<file path="src/hw/rtl/assert_macros.svh">
// ----------------------------------------------------------------------------
// assertion macros
// concurrent assertion wrappers, empty when synthesizing
// ----------------------------------------------------------------------------
`ifndef ASSERT_MACROS_SVH
`define ASSERT_MACROS_SVH

`ifndef SYNTHESIS

// same-cycle implication
`define ASSERT_IMPLY(label, clk, rst_n, ante, cons) \
	label: assert property (@(posedge clk) disable iff (!(rst_n)) (ante) |-> (cons)) \
		else $error("assertion failed");

// next-cycle implication
`define ASSERT_NEXT(label, clk, rst_n, ante, cons) \
	label: assert property (@(posedge clk) disable iff (!(rst_n)) (ante) |=> (cons)) \
		else $error("assertion failed");

`else

`define ASSERT_IMPLY(label, clk, rst_n, ante, cons)
`define ASSERT_NEXT(label, clk, rst_n, ante, cons)

`endif

`endif

</file>
<file path="src/hw/rtl/ptoe_pkg.sv">
// ----------------------------------------------------------------------------
// ptoe_pkg
// shared types and constants of the peer table
// ----------------------------------------------------------------------------
package ptoe_pkg;

	localparam int MAX_PEERS = 32;
	localparam int IDX_W     = (MAX_PEERS > 1) ? $clog2(MAX_PEERS) : 1;
	localparam int ADDR_W    = 48;
	localparam int FREQ_W    = 17;
	localparam int TIME_W    = 32;
	localparam int SEQ_W     = 32;
	localparam int SLOT_W    = 5;

	typedef logic [IDX_W-1:0]  idx_t;
	typedef logic [ADDR_W-1:0] addr_t;
	typedef logic [FREQ_W-1:0] freq_t;
	typedef logic [TIME_W-1:0] time_t;
	typedef logic [SEQ_W-1:0]  seq_t;

	// one table entry as stored in memory
	typedef struct packed {
		addr_t addr;
		time_t seen_at;
		freq_t freq;
		seq_t  seq;
	} entry_t;

	// outcome of one full scan
	typedef struct packed {
		logic  hit;
		idx_t  hit_idx;
		seq_t  hit_seq;
		logic  free;
		idx_t  free_idx;
		idx_t  vic_idx;
		addr_t vic_addr;
	} scan_res_t;

endpackage

</file>
<file path="src/hw/rtl/peer_table_oldest_eviction.sv">
// ----------------------------------------------------------------------------
// peer_table_oldest_eviction
// peer table searched by address, oldest-entry replacement on a full miss
// ----------------------------------------------------------------------------
//  channel | handshake          | payload
//  --------+--------------------+------------------------------------------
//  in      | in_valid/in_ready  | mac_addr, frequency, now
//  out     | out_valid/out_ready| was_present, slot, evicted, evicted_addr
//
// an item goes through accepting, one memory read per entry, draining the read
// pipe and writing back; the entry memory has a single read port, so the
// entries are read one at a time.
// reset clears the valid bits and the insertion counter; no clearing pass.
// a waiting result does not block the next item from being accepted; only the
// write-back cycle waits for the output register to free up.
// ----------------------------------------------------------------------------
`include "assert_macros.svh"

module peer_table_oldest_eviction (
	input  logic                  clk,
	input  logic                  arst_n,
	input  logic                  in_valid,
	output logic                  in_ready,
	input  logic [47:0]           mac_addr,
	input  logic [16:0]           frequency,
	input  logic [31:0]           now,
	output logic                  out_valid,
	input  logic                  out_ready,
	output logic                  was_present,
	output logic [4:0]            slot,
	output logic                  evicted,
	output logic [47:0]           evicted_addr
);
	import ptoe_pkg::*;

	// sequencer states
	typedef enum logic [3:0] {
		ST_IDLE  = 4'b0001,
		ST_SCAN  = 4'b0010,
		ST_DRAIN = 4'b0100,
		ST_WRITE = 4'b1000
	} state_t;

	state_t state_q;

	// latched item
	addr_t addr_q;
	freq_t freq_q;
	time_t now_q;

	// table bookkeeping kept in flops
	logic [MAX_PEERS-1:0] valid_q;
	seq_t                 seq_q;
	idx_t                 idx_q;

	// read pipe stage
	logic act_s1;
	logic vld_s1;
	idx_t idx_s1;

	// output register
	logic          out_valid_q;
	logic          was_present_q;
	logic [SLOT_W-1:0] slot_q;
	logic          evicted_q;
	addr_t         evicted_addr_q;

	entry_t    rd_data;
	entry_t    wr_data;
	scan_res_t res;
	idx_t      fin_idx;
	logic      full_miss;
	logic      in_acc;
	logic      wr_go;
	logic      scan_rd;

	assign in_ready = (state_q == ST_IDLE);
	assign in_acc   = in_valid && in_ready;
	assign scan_rd  = (state_q == ST_SCAN);

	// write back only once the output register can take the result
	assign wr_go = (state_q == ST_WRITE) && (!out_valid_q || out_ready);

	assign full_miss = !res.hit && !res.free;

	always_comb begin
		if (res.hit) begin
			fin_idx = res.hit_idx;
		end else if (res.free) begin
			fin_idx = res.free_idx;
		end else begin
			fin_idx = res.vic_idx;
		end
	end

	// hit keeps the address and insertion order, a miss takes a fresh number
	assign wr_data.addr    = addr_q;
	assign wr_data.seen_at = now_q;
	assign wr_data.freq    = freq_q;
	assign wr_data.seq     = res.hit ? res.hit_seq : seq_q;

	ptoe_mem u_mem (
		.clk     (clk),
		.wr_en   (wr_go),
		.wr_idx  (fin_idx),
		.wr_data (wr_data),
		.rd_en   (scan_rd),
		.rd_idx  (idx_q),
		.rd_data (rd_data)
	);

	ptoe_scan u_scan (
		.clk       (clk),
		.arst_n    (arst_n),
		.start     (in_acc),
		.act       (act_s1),
		.idx       (idx_s1),
		.ent_valid (vld_s1),
		.ent       (rd_data),
		.key       (addr_q),
		.res       (res)
	);

	// sequencer
	always_ff @(posedge clk or negedge arst_n) begin
		if (!arst_n) begin
			state_q <= ST_IDLE;
			idx_q   <= '0;
		end else begin
			case (state_q)
				ST_IDLE: begin
					if (in_acc) begin
						state_q <= ST_SCAN;
						idx_q   <= '0;
					end
				end
				ST_SCAN: begin
					if (idx_q == IDX_W'(MAX_PEERS - 1)) begin
						state_q <= ST_DRAIN;
					end else begin
						idx_q <= idx_q + 1'b1;
					end
				end
				ST_DRAIN: begin
					state_q <= ST_WRITE;
				end
				ST_WRITE: begin
					if (wr_go) begin
						state_q <= ST_IDLE;
					end
				end
				default: begin
					state_q <= ST_IDLE;
				end
			endcase
		end
	end

	// item latch
	always_ff @(posedge clk) begin
		if (in_acc) begin
			addr_q <= mac_addr;
			freq_q <= frequency;
			now_q  <= now;
		end
	end

	// read pipe: valid bit lines up with the memory data
	always_ff @(posedge clk or negedge arst_n) begin
		if (!arst_n) begin
			act_s1 <= 1'b0;
		end else begin
			act_s1 <= scan_rd;
		end
	end

	always_ff @(posedge clk) begin
		idx_s1 <= idx_q;
		vld_s1 <= valid_q[idx_q];
	end

	// valid bits and insertion counter
	always_ff @(posedge clk or negedge arst_n) begin
		if (!arst_n) begin
			valid_q <= '0;
			seq_q   <= '0;
		end else if (wr_go && !res.hit) begin
			valid_q[fin_idx] <= 1'b1;
			seq_q            <= seq_q + 1'b1;
		end
	end

	// output register
	always_ff @(posedge clk or negedge arst_n) begin
		if (!arst_n) begin
			out_valid_q <= 1'b0;
		end else if (wr_go) begin
			out_valid_q <= 1'b1;
		end else if (out_ready) begin
			out_valid_q <= 1'b0;
		end
	end

	always_ff @(posedge clk) begin
		if (wr_go) begin
			was_present_q  <= res.hit;
			slot_q         <= SLOT_W'(fin_idx);
			evicted_q      <= full_miss;
			evicted_addr_q <= full_miss ? res.vic_addr : '0;
		end
	end

	assign out_valid    = out_valid_q;
	assign was_present  = was_present_q;
	assign slot         = slot_q;
	assign evicted      = evicted_q;
	assign evicted_addr = evicted_addr_q;

	// eviction happens only on a miss into a full table
	`ASSERT_IMPLY(a_evict_full, clk, arst_n, wr_go && full_miss, &valid_q)
	// an evicting result never reports a hit
	`ASSERT_IMPLY(a_evict_miss, clk, arst_n, out_valid_q, !(evicted_q && was_present_q))
	// an accepted item always starts a scan from the first entry
	`ASSERT_NEXT(a_start_scan, clk, arst_n, in_acc, state_q == ST_SCAN && idx_q == '0)
	// a free slot reported by the scan is really free
	`ASSERT_IMPLY(a_free_slot, clk, arst_n, wr_go && !res.hit && res.free, !valid_q[res.free_idx])

endmodule

</file>
<file path="src/hw/rtl/ptoe_mem.sv">
// ----------------------------------------------------------------------------
// ptoe_mem
// entry memory, one write and one read port, registered read data
// ----------------------------------------------------------------------------
module ptoe_mem (
	input  logic            clk,
	input  logic            wr_en,
	input  ptoe_pkg::idx_t   wr_idx,
	input  ptoe_pkg::entry_t wr_data,
	input  logic            rd_en,
	input  ptoe_pkg::idx_t   rd_idx,
	output ptoe_pkg::entry_t rd_data
);
	import ptoe_pkg::*;

	entry_t mem [MAX_PEERS];

	always_ff @(posedge clk) begin
		if (wr_en) begin
			mem[wr_idx] <= wr_data;
		end
	end

	always_ff @(posedge clk) begin
		if (rd_en) begin
			rd_data <= mem[rd_idx];
		end
	end

endmodule

</file>
<file path="src/hw/rtl/ptoe_scan.sv">
// ----------------------------------------------------------------------------
// ptoe_scan
// per-entry match, free-slot and oldest-entry tracking over one scan
// ----------------------------------------------------------------------------
module ptoe_scan (
	input  logic               clk,
	input  logic               arst_n,
	input  logic               start,
	input  logic               act,
	input  ptoe_pkg::idx_t      idx,
	input  logic               ent_valid,
	input  ptoe_pkg::entry_t    ent,
	input  ptoe_pkg::addr_t     key,
	output ptoe_pkg::scan_res_t res
);
	import ptoe_pkg::*;

	logic  hit_q, free_q, vic_found_q;
	idx_t  hit_idx_q, free_idx_q, vic_idx_q;
	seq_t  hit_seq_q, vic_seq_q;
	addr_t vic_addr_q;
	time_t vic_time_q;
	logic  older;

	// strictly older, or same age and inserted later
	assign older = !vic_found_q || (ent.seen_at < vic_time_q) ||
		((ent.seen_at == vic_time_q) && (ent.seq > vic_seq_q));

	always_ff @(posedge clk or negedge arst_n) begin
		if (!arst_n) begin
			hit_q       <= 1'b0;
			free_q      <= 1'b0;
			vic_found_q <= 1'b0;
		end else if (start) begin
			hit_q       <= 1'b0;
			free_q      <= 1'b0;
			vic_found_q <= 1'b0;
		end else if (act) begin
			if (!ent_valid) begin
				if (!free_q) begin
					free_q <= 1'b1;
				end
			end else begin
				if (ent.addr == key && !hit_q) begin
					hit_q <= 1'b1;
				end
				if (older) begin
					vic_found_q <= 1'b1;
				end
			end
		end
	end

	always_ff @(posedge clk) begin
		if (act && !start) begin
			if (!ent_valid) begin
				if (!free_q) begin
					free_idx_q <= idx;
				end
			end else begin
				if (ent.addr == key && !hit_q) begin
					hit_idx_q <= idx;
					hit_seq_q <= ent.seq;
				end
				if (older) begin
					vic_idx_q  <= idx;
					vic_addr_q <= ent.addr;
					vic_time_q <= ent.seen_at;
					vic_seq_q  <= ent.seq;
				end
			end
		end
	end

	assign res.hit      = hit_q;
	assign res.hit_idx  = hit_idx_q;
	assign res.hit_seq  = hit_seq_q;
	assign res.free     = free_q;
	assign res.free_idx = free_idx_q;
	assign res.vic_idx  = vic_idx_q;
	assign res.vic_addr = vic_addr_q;

endmodule

</file>
<file path="config.mk">
export PLATFORM = sky130hd
export DESIGN_NAME = peer_table_oldest_eviction
export DESIGN_NICKNAME = d
export VERILOG_FILES = /design/src/hw/rtl/ptoe_pkg.sv /design/src/hw/rtl/peer_table_oldest_eviction.sv /design/src/hw/rtl/ptoe_mem.sv /design/src/hw/rtl/ptoe_scan.sv
export VERILOG_INCLUDE_DIRS = /design/src /design/src/hw/rtl
export SDC_FILE = /design/constraint.sdc
export NUM_CORES = 2
export LEC_CHECK = 0
export BUFFER_PORTS_ARGS = -buffer_cell sky130_fd_sc_hd__buf_2
export CAP_MARGIN = 20
export CORE_MARGIN = 10
export CORE_UTILIZATION = 30
export CTS_BUF_LIST = sky130_fd_sc_hd__clkbuf_8
export DETAILED_ROUTE_END_ITERATION = 7
export GPL_ROUTABILITY_DRIVEN = 0
export PLACE_DENSITY = 0.49
export SLEW_MARGIN = 20
export SYNTH_ARGS = -nofsm -noshare
export SYNTH_HDL_FRONTEND = slang
export SYNTH_MEMORY_MAX_BITS = 65536
export SYNTH_SLANG_ARGS = --single-unit
export TNS_END_PERCENT = 20
</file>
<file path="constraint.sdc">
create_clock -name clk -period 13.05 [get_ports clk]
set_input_delay 1.9575 -clock clk [delete_from_list [all_inputs] [get_ports clk]]
set_output_delay 1.9575 -clock clk [all_outputs]
set_load 0.01 [all_outputs]
</file>
## Word level (Yosys, flattened, before mapping)

Memories as Yosys holds them, arrays and structs flattened. A register that Yosys moved wholly into a read port is not among the register bits.
Cells that the tools add are included.

| word-level totals | value |
|---|---|
| flip-flop bits (word level) | 395 |
| bits in writable memories | 4128 |
| input bits | 101 |
| output and inout port bits | 57 |
| word-level logic and storage cells | 107 |
| memories | 1 |

Memories:

| name | words | width | read ports | clocked after memory_dff | wr ports | RTL line | RTL |
|---|---|---|---|---|---|---|---|
| u_mem.mem | 32 | 129 | 1 | 1 | 1 | ptoe_mem.sv:16 | `entry_t mem [MAX_PEERS];` |

| operators by class | value |
|---|---|
| add/subtract/negate cells | 2 |
| $lt $le $gt $ge | 5 |
| equality and inequality tests | 12 |
| multiplexer cells | 29 |
| bitwise operators | 3 |
| reduce and logical (&&, ||, !) cells | 30 |

Operators with widths:

| kind | number |
|---|---|
| $eq 48x48->1 | 1 |
| $add 32x1->32 const B | 1 |
| $eq 32x32->1 | 1 |
| $gt 32x32->1 | 1 |
| $lt 32x32->1 | 1 |
| $mux 32 | 1 |
| $or 32x32->32 | 1 |
| $reduce_and 3->1 | 7 |
| $mux 5 | 4 |
| $mux 1 | 17 |
| $pmux 4 s4 | 1 |
| $lt 5x6->1 const B | 2 |
| $mux 4 | 3 |
| $reduce_bool 2->1 | 6 |
| $pmux 5 s2 | 1 |
| $logic_and 1x1->1 | 8 |
| $ne 2x1->1 const B | 3 |
| $add 5x1->5 const B | 1 |
| $bmux 1 s5 | 1 |
| $demux 1 s5 | 1 |
| $eq 5x5->1 const B | 1 |
| $ge 5x1->1 const B | 1 |
| $logic_not 1->1 | 5 |
| $eq 4x1->1 const B | 1 |
| 7 further kinds | 11 |

## Depth between registers and ports, before layout

| logic depth | value |
|---|---|
| depth after elaboration | 7 |
| gate-level depth with buffers | 10 |
| depth with buffers taken out | 8 |

## Hierarchy

A second synthesis with hierarchy kept.

| unflattened totals | value |
|---|---|
| cell total of the unflattened synthesis | 7614 |
| area total of the unflattened synthesis | 174561.2 um^2 |

Modules (own cells, without submodules):

| module | instances | cells each | area an instance (um^2) | sequential area each (um^2) |
|---|---|---|---|---|
| ptoe_mem | 1 | 6594 | 158679.7 | 127832.6 |
| peer_table_oldest_eviction | 1 | 553 | 8828.5 | 6562.5 |
| ptoe_scan | 1 | 467 | 7053.0 | 4849.7 |

## Least setup slack after synthesis

Ideal clock, no wire load.

| timing path | value |
|---|---|
| kind | reg2reg |
| start point | register state_q[3] |
| end point | register idx_q[0] |
| library setup time | 0.125 ns |
| data arrival time | 13.349 ns |
| data required time | 12.925 ns |
| setup slack | -0.424 ns |
| stages on the path, launching flop included | 5 |
| buffers on the path | 0 |
| clock period less this slack | 13.474 ns |
| cells stage by stage | dfrtp_1 -> nor4b_1 -> nor2b_1 -> nor2_1 -> mux2_2 |

| on the way | value |
|---|---|
| elaborated cells on any way between the ends | 8 |
| classes of those cells | eq/ne: 4; mux: 1; reduce/logical: 3 |

RTL lines:

| what | RTL line | RTL |
|---|---|---|
| start: declaration | peer_table_oldest_eviction.sv:44 | `state_t state_q;` |
| start signal: assignment | peer_table_oldest_eviction.sv:127 | `state_q <= ST_IDLE;` |
| start signal: assignment | peer_table_oldest_eviction.sv:133 | `state_q <= ST_SCAN;` |
| start signal: assignment | peer_table_oldest_eviction.sv:139 | `state_q <= ST_DRAIN;` |
| $eq 4x2->1 * | n/a |  |
| net scan_rd | peer_table_oldest_eviction.sv:75 | `logic scan_rd;` |
| $ne 2x2->1 (no source line) or $reduce_bool 2->1 (tied branches) | n/a |  |
| $reduce_and 3->1 (no source line) | n/a |  |
| end signal: assignment | peer_table_oldest_eviction.sv:141 | `idx_q <= idx_q + 1'b1;` |
| end: declaration | peer_table_oldest_eviction.sv:54 | `idx_t idx_q;` |

Mark *: on every way through the listed nets, which the timed path passes. The rest lies on a longest branch.
A chain may end at the register's enable or synchronous reset.

## Worst setup path after layout

| timing path | value |
|---|---|
| start point | register state_q[1] |
| end point | memory u_mem.mem[30][97] in the netlist's numbering, enable pin |

| on the way | value |
|---|---|
| longest elaborated chain between the ends | 4 |

RTL lines:

| what | RTL line | RTL |
|---|---|---|
| $eq 4x4->1 | peer_table_oldest_eviction.sv:82 | `assign wr_go = (state_q == ST_WRITE) && (!out_valid_q \|\| out_ready);` |
| $logic_and 1x1->1 | peer_table_oldest_eviction.sv:82 |  |
| net u_mem.wr_en | ptoe_mem.sv:7 | `input logic wr_en,` |
| $mux 1 | ptoe_mem.sv:19 | `if (wr_en) begin` |
| $mux 1 (not written as such) | ptoe_mem.sv:20 | `mem[wr_idx] <= wr_data;` |
| end: declaration | ptoe_mem.sv:16 |  |

The timed path passes the listed nets, and every way through them passes these cells.

==> results.md <==
Outcome:
- The flow ran to the end, and the final reports show no timing, DRC or antenna violations.

STA:
- The number of setup violations in the final report is 0.
- Setup repair after global routing left no endpoint under its margin.
- At the pin with the least slew margin, the transition time is 1.15 ns.
- The final hold violation count came to 0.
- The routed design could run at a clock period as short as 5.57 ns.
- The worst path meets setup with 7.48 ns of slack.
- In the finished design, the share of the clock period the worst path needs comes to 0.426.
- The worst clock skew is 0.0709 ns.
- Headroom to the max-slew limit came out at 0.226.
- Based on the critical path, the design can be clocked at up to 180 MHz.
- The post-route setup TNS is 0 ns.
- The count of final max-slew check failures was 0.

Job:
- The tool flagged a number of max-cap violations equal to 0.

Synth:
- In the synthesized netlist the dominant register cell turns out to be sky130_fd_sc_hd__edfxtp_1.
- In this run, synthesis inferred 3990 flip-flops with an integrated enable.
- For this run, the register share of the synthesized area comes to 0.791.
- In this run the cell area of the synthesized design comes to 154000 um^2.
- During synthesis, Yosys emitted a total of 0 warnings.
- After synthesis, the share of flip-flops with an asynchronous set or reset is 0.0191.
- The number of standard cells after synthesis is 6216.
- The net count after synthesis is 6384.
- Averaged over all synthesized cells, the footprint is 24.8 um^2.
- The flop and latch count out of synthesis is 4074.
- The number of distinct library cells after synthesis is 53.

GRT:
- The aggregate global routing overflow is 0.
- The maximum number of pins on one net before global-route repair is 98.
- The via count of the first global-routing pass came to 74.8k.
- The initial antenna violation count came to 25.
- Across every metal layer, demand over resource in global routing totals 0.150.
- The first-pass GRT wire length is 585000 um.

Critical path:
- The worst setup path is launched from a flip-flop.
- Data arrives at the worst endpoint at 6.35 ns.
- Data on the critical path is required at its endpoint by 13.83 ns.
- The cell count of the worst reg-to-reg path is 6.
- The peak fanout along the critical path is 37.
- The worst setup path is of the flip-flop to flip-flop kind.
- The critical path capture point type is a flip-flop.

CTS:
- The number of gates resized after CTS was 0.
- The H-tree was split into 6 levels.
- The number of sinks on the clock net is 4074.
- The insertion delay to the later sink of the worst-skew pair is 1.23 ns.
- The buffers inserted during post-CTS setup optimization is 0.
- The root buffer cell is sky130_fd_sc_hd__clkbuf_8.
- The cts-stage hold buffer count is 0.
- The clock-pin transition on the worst setup and hold timing paths is 0.07 ns.
- Buffers inserted during clock tree synthesis total 635.
- TritonCTS built the clock tree.
- The buffer depth of the longest clock path is 4.

Placed design:
- OpenSTA, run right after detailed placement, puts the worst setup slack at 6.32 ns.
- The wire-length estimate of the detail-placed layout is 202000 um.
- The quantity of I/O buffers inserted on ports is 140.

Route:
- The number of vias per cell after detailed routing is 4.94.
- Detailed routing inserted a total of 69.9k vias.
- The final routed DRC violation total is 0.
- In this run, the number of DRC markers left after iteration 0 of detailed routing was 6809.
- The routed wire length is 418000 um.
- The first TritonRoute pass finished after 5 iterations.
- In this run the remaining antenna-violating nets after routing total 0.
- After detailed routing, the average wire length per cell comes to 29.6 um.

Floorplan:
- In this run the vertical extent of the chip is 737 um.
- The number of top-level pins is 158.
- The die area is 543000 um^2.
- The floorplan has 263 rows.
- The region available for standard cell placement spans 512000 um^2.
- The initial utilization of the core area, before any placement, comes to 0.301.
- Measured along the x axis, the die boundary spans 737 um.

Final layout:
- The relative area change from synthesis to final layout is 14.1%.
- The net count of the finished layout is 7070.
- The most frequent standard cell in the layout excluding fill and tap cells is sky130_fd_sc_hd__edfxtp_1.
- The top cell types in the final layout, fill and taps aside, are sky130_fd_sc_hd__edfxtp_1, sky130_fd_sc_hd__mux4_2, sky130_fd_sc_hd__clkbuf_8.
- Once layout is complete, the utilization of the core stands at 0.343.
- The fraction of layout instances using a drive strength above 1 is 0.331.

Power:
- Power comes to 0.0286 W.
- The combinational share of power is 0.117.
- The switching power of the nets is 0.00713 W.
- Across the VDD grid, the largest voltage drop is 0.000124 V.
- In this run the power density over the cells is 163 nW/um^2.
- Of the total power, the share spent switching nets is 0.249.
- Summed over all cells, the static leakage comes to 51.5 nW.
- Of the total power, registers draw 0.534.
- The share of total power dissipated in the clock network is 0.349.
- The internal portion of the total power is 0.0215 W.

Min path:
- The depth of the worst hold-timing path is 0.
- The path class of the tightest hold or removal check is flip-flop to flip-flop.
[power groups by stage]
stage / clock (W) / sequential [W] / combinational [W]
final: 0.00999 / 0.0153 / 0.00333
after CTS: 0.0103 / 0.0153 / 0.00338
after detailed placement: 0 / 0.0156 / 0.00337
after global placement: 0 / 0.0155 / 0.00336
after global routing: 0.0109 / 0.0153 / 0.00361
after floorplan: 0 / 0.0154 / 0.00249
[state kept, by name, summed over array words and instances, names as in the netlist, 48 cells and up]
register / flops
u_scan.vic_addr_q: 48
u_mem.rd_data: 112
evicted_addr: 48
addr_q: 48
u_mem.mem: 3584
[through the flow]
step / instance area [um^2] / hold WS (ns) / cells
4_1_cts: 176000 / 0.446 / 14140
5_1_grt: 176000 / 0.462 / 14156
3_5_place_dp: 164000 / 0.444 / 13011
2_1_floorplan: 154000 / 0.342 / 6216
3_3_place_gp: 164000 / 0.422 / 13004
6_report: 176000 / 0.442 / 14156
[critical path, cell delays in order, from the launching register on]
cell and delay [ns]:
sky130_fd_sc_hd__dfrtp_1 0.42, sky130_fd_sc_hd__or4b_1 0.68, sky130_fd_sc_hd__nor2_4 0.43, sky130_fd_sc_hd__nand3_1 0.74, sky130_fd_sc_hd__nor2_4 0.98, sky130_fd_sc_hd__buf_4 0.79
sky130_fd_sc_hd__buf_4 0.91
[worst paths after layout]
kind,startpoint,endpoint,slack (ns)
hold reg to reg,u_mem.rd_data[66],u_scan.vic_time_q[17],0.44
setup / recovery,state_q[1],u_mem.mem[30][97],7.48
hold / removal,u_mem.rd_data[66],u_scan.vic_time_q[17],0.44
setup reg to reg,state_q[1],u_mem.mem[30][97],7.48
max in group asynchronous,arst_n,idx_q[1],11.09
min in group asynchronous,arst_n,u_scan.vic_found_q,0.65
[synthesized netlist by cell type, types with 34 or more instances]
library cell / count / area share
sky130_fd_sc_hd__nand2_1: 48 / 0.0012
sky130_fd_sc_hd__edfxtp_1: 3990 / 0.78
sky130_fd_sc_hd__buf_2: 34 / 0.0011
sky130_fd_sc_hd__mux4_2: 1130 / 0.17
sky130_fd_sc_hd__ha_1: 67 / 0.0054
sky130_fd_sc_hd__nor2_1: 59 / 0.0014
sky130_fd_sc_hd__and2_1: 50 / 0.0020
sky130_fd_sc_hd__dfrtp_1: 77 / 0.013
sky130_fd_sc_hd__mux2_2: 145 / 0.011
sky130_fd_sc_hd__xor2_1: 40 / 0.0023
sky130_fd_sc_hd__inv_1: 79 / 0.0019
sky130_fd_sc_hd__clkbuf_1: 188 / 0.0046
[layer usage]
metal | GRT usage | part of all wire
met1 | 0.205 | 0.43
met2 | 0.254 | 0.50
met3 | 0.0201 | 0.047
met4 | 0.0366 | 0.022
met5 | 0 | 0.000069
[layout make-up]
type | instances | area (um^2)
clock inverters | 469 | 2440
repair buffers | 328 | 2680
flip-flops and latches | 4074 | 122000
clock buffers | 660 | 9080
inverters | 81 | 312
fillers | 47165 | 337000
well taps | 6757 | 8450
diodes | 5 | 12.5
multi-input cells | 1782 | 30900
[logic make-up (layout without fill, tap and decap cells)]
family,count (synthesis),count (layout),share of synthesized area
other,0,5,0
and+or+nand+nor,258,258,0.00874
AOI/OAI and AO/OA,103,103,0.00442
DFF,4074,4074,0.791
buffers and inverters,360,1538,0.0104
muxes,1281,1281,0.176
xor gates and xnor gates,73,73,0.00415
adders and majority gates,67,67,0.00544
Note: power is estimated with default switching activity, not from simulation.
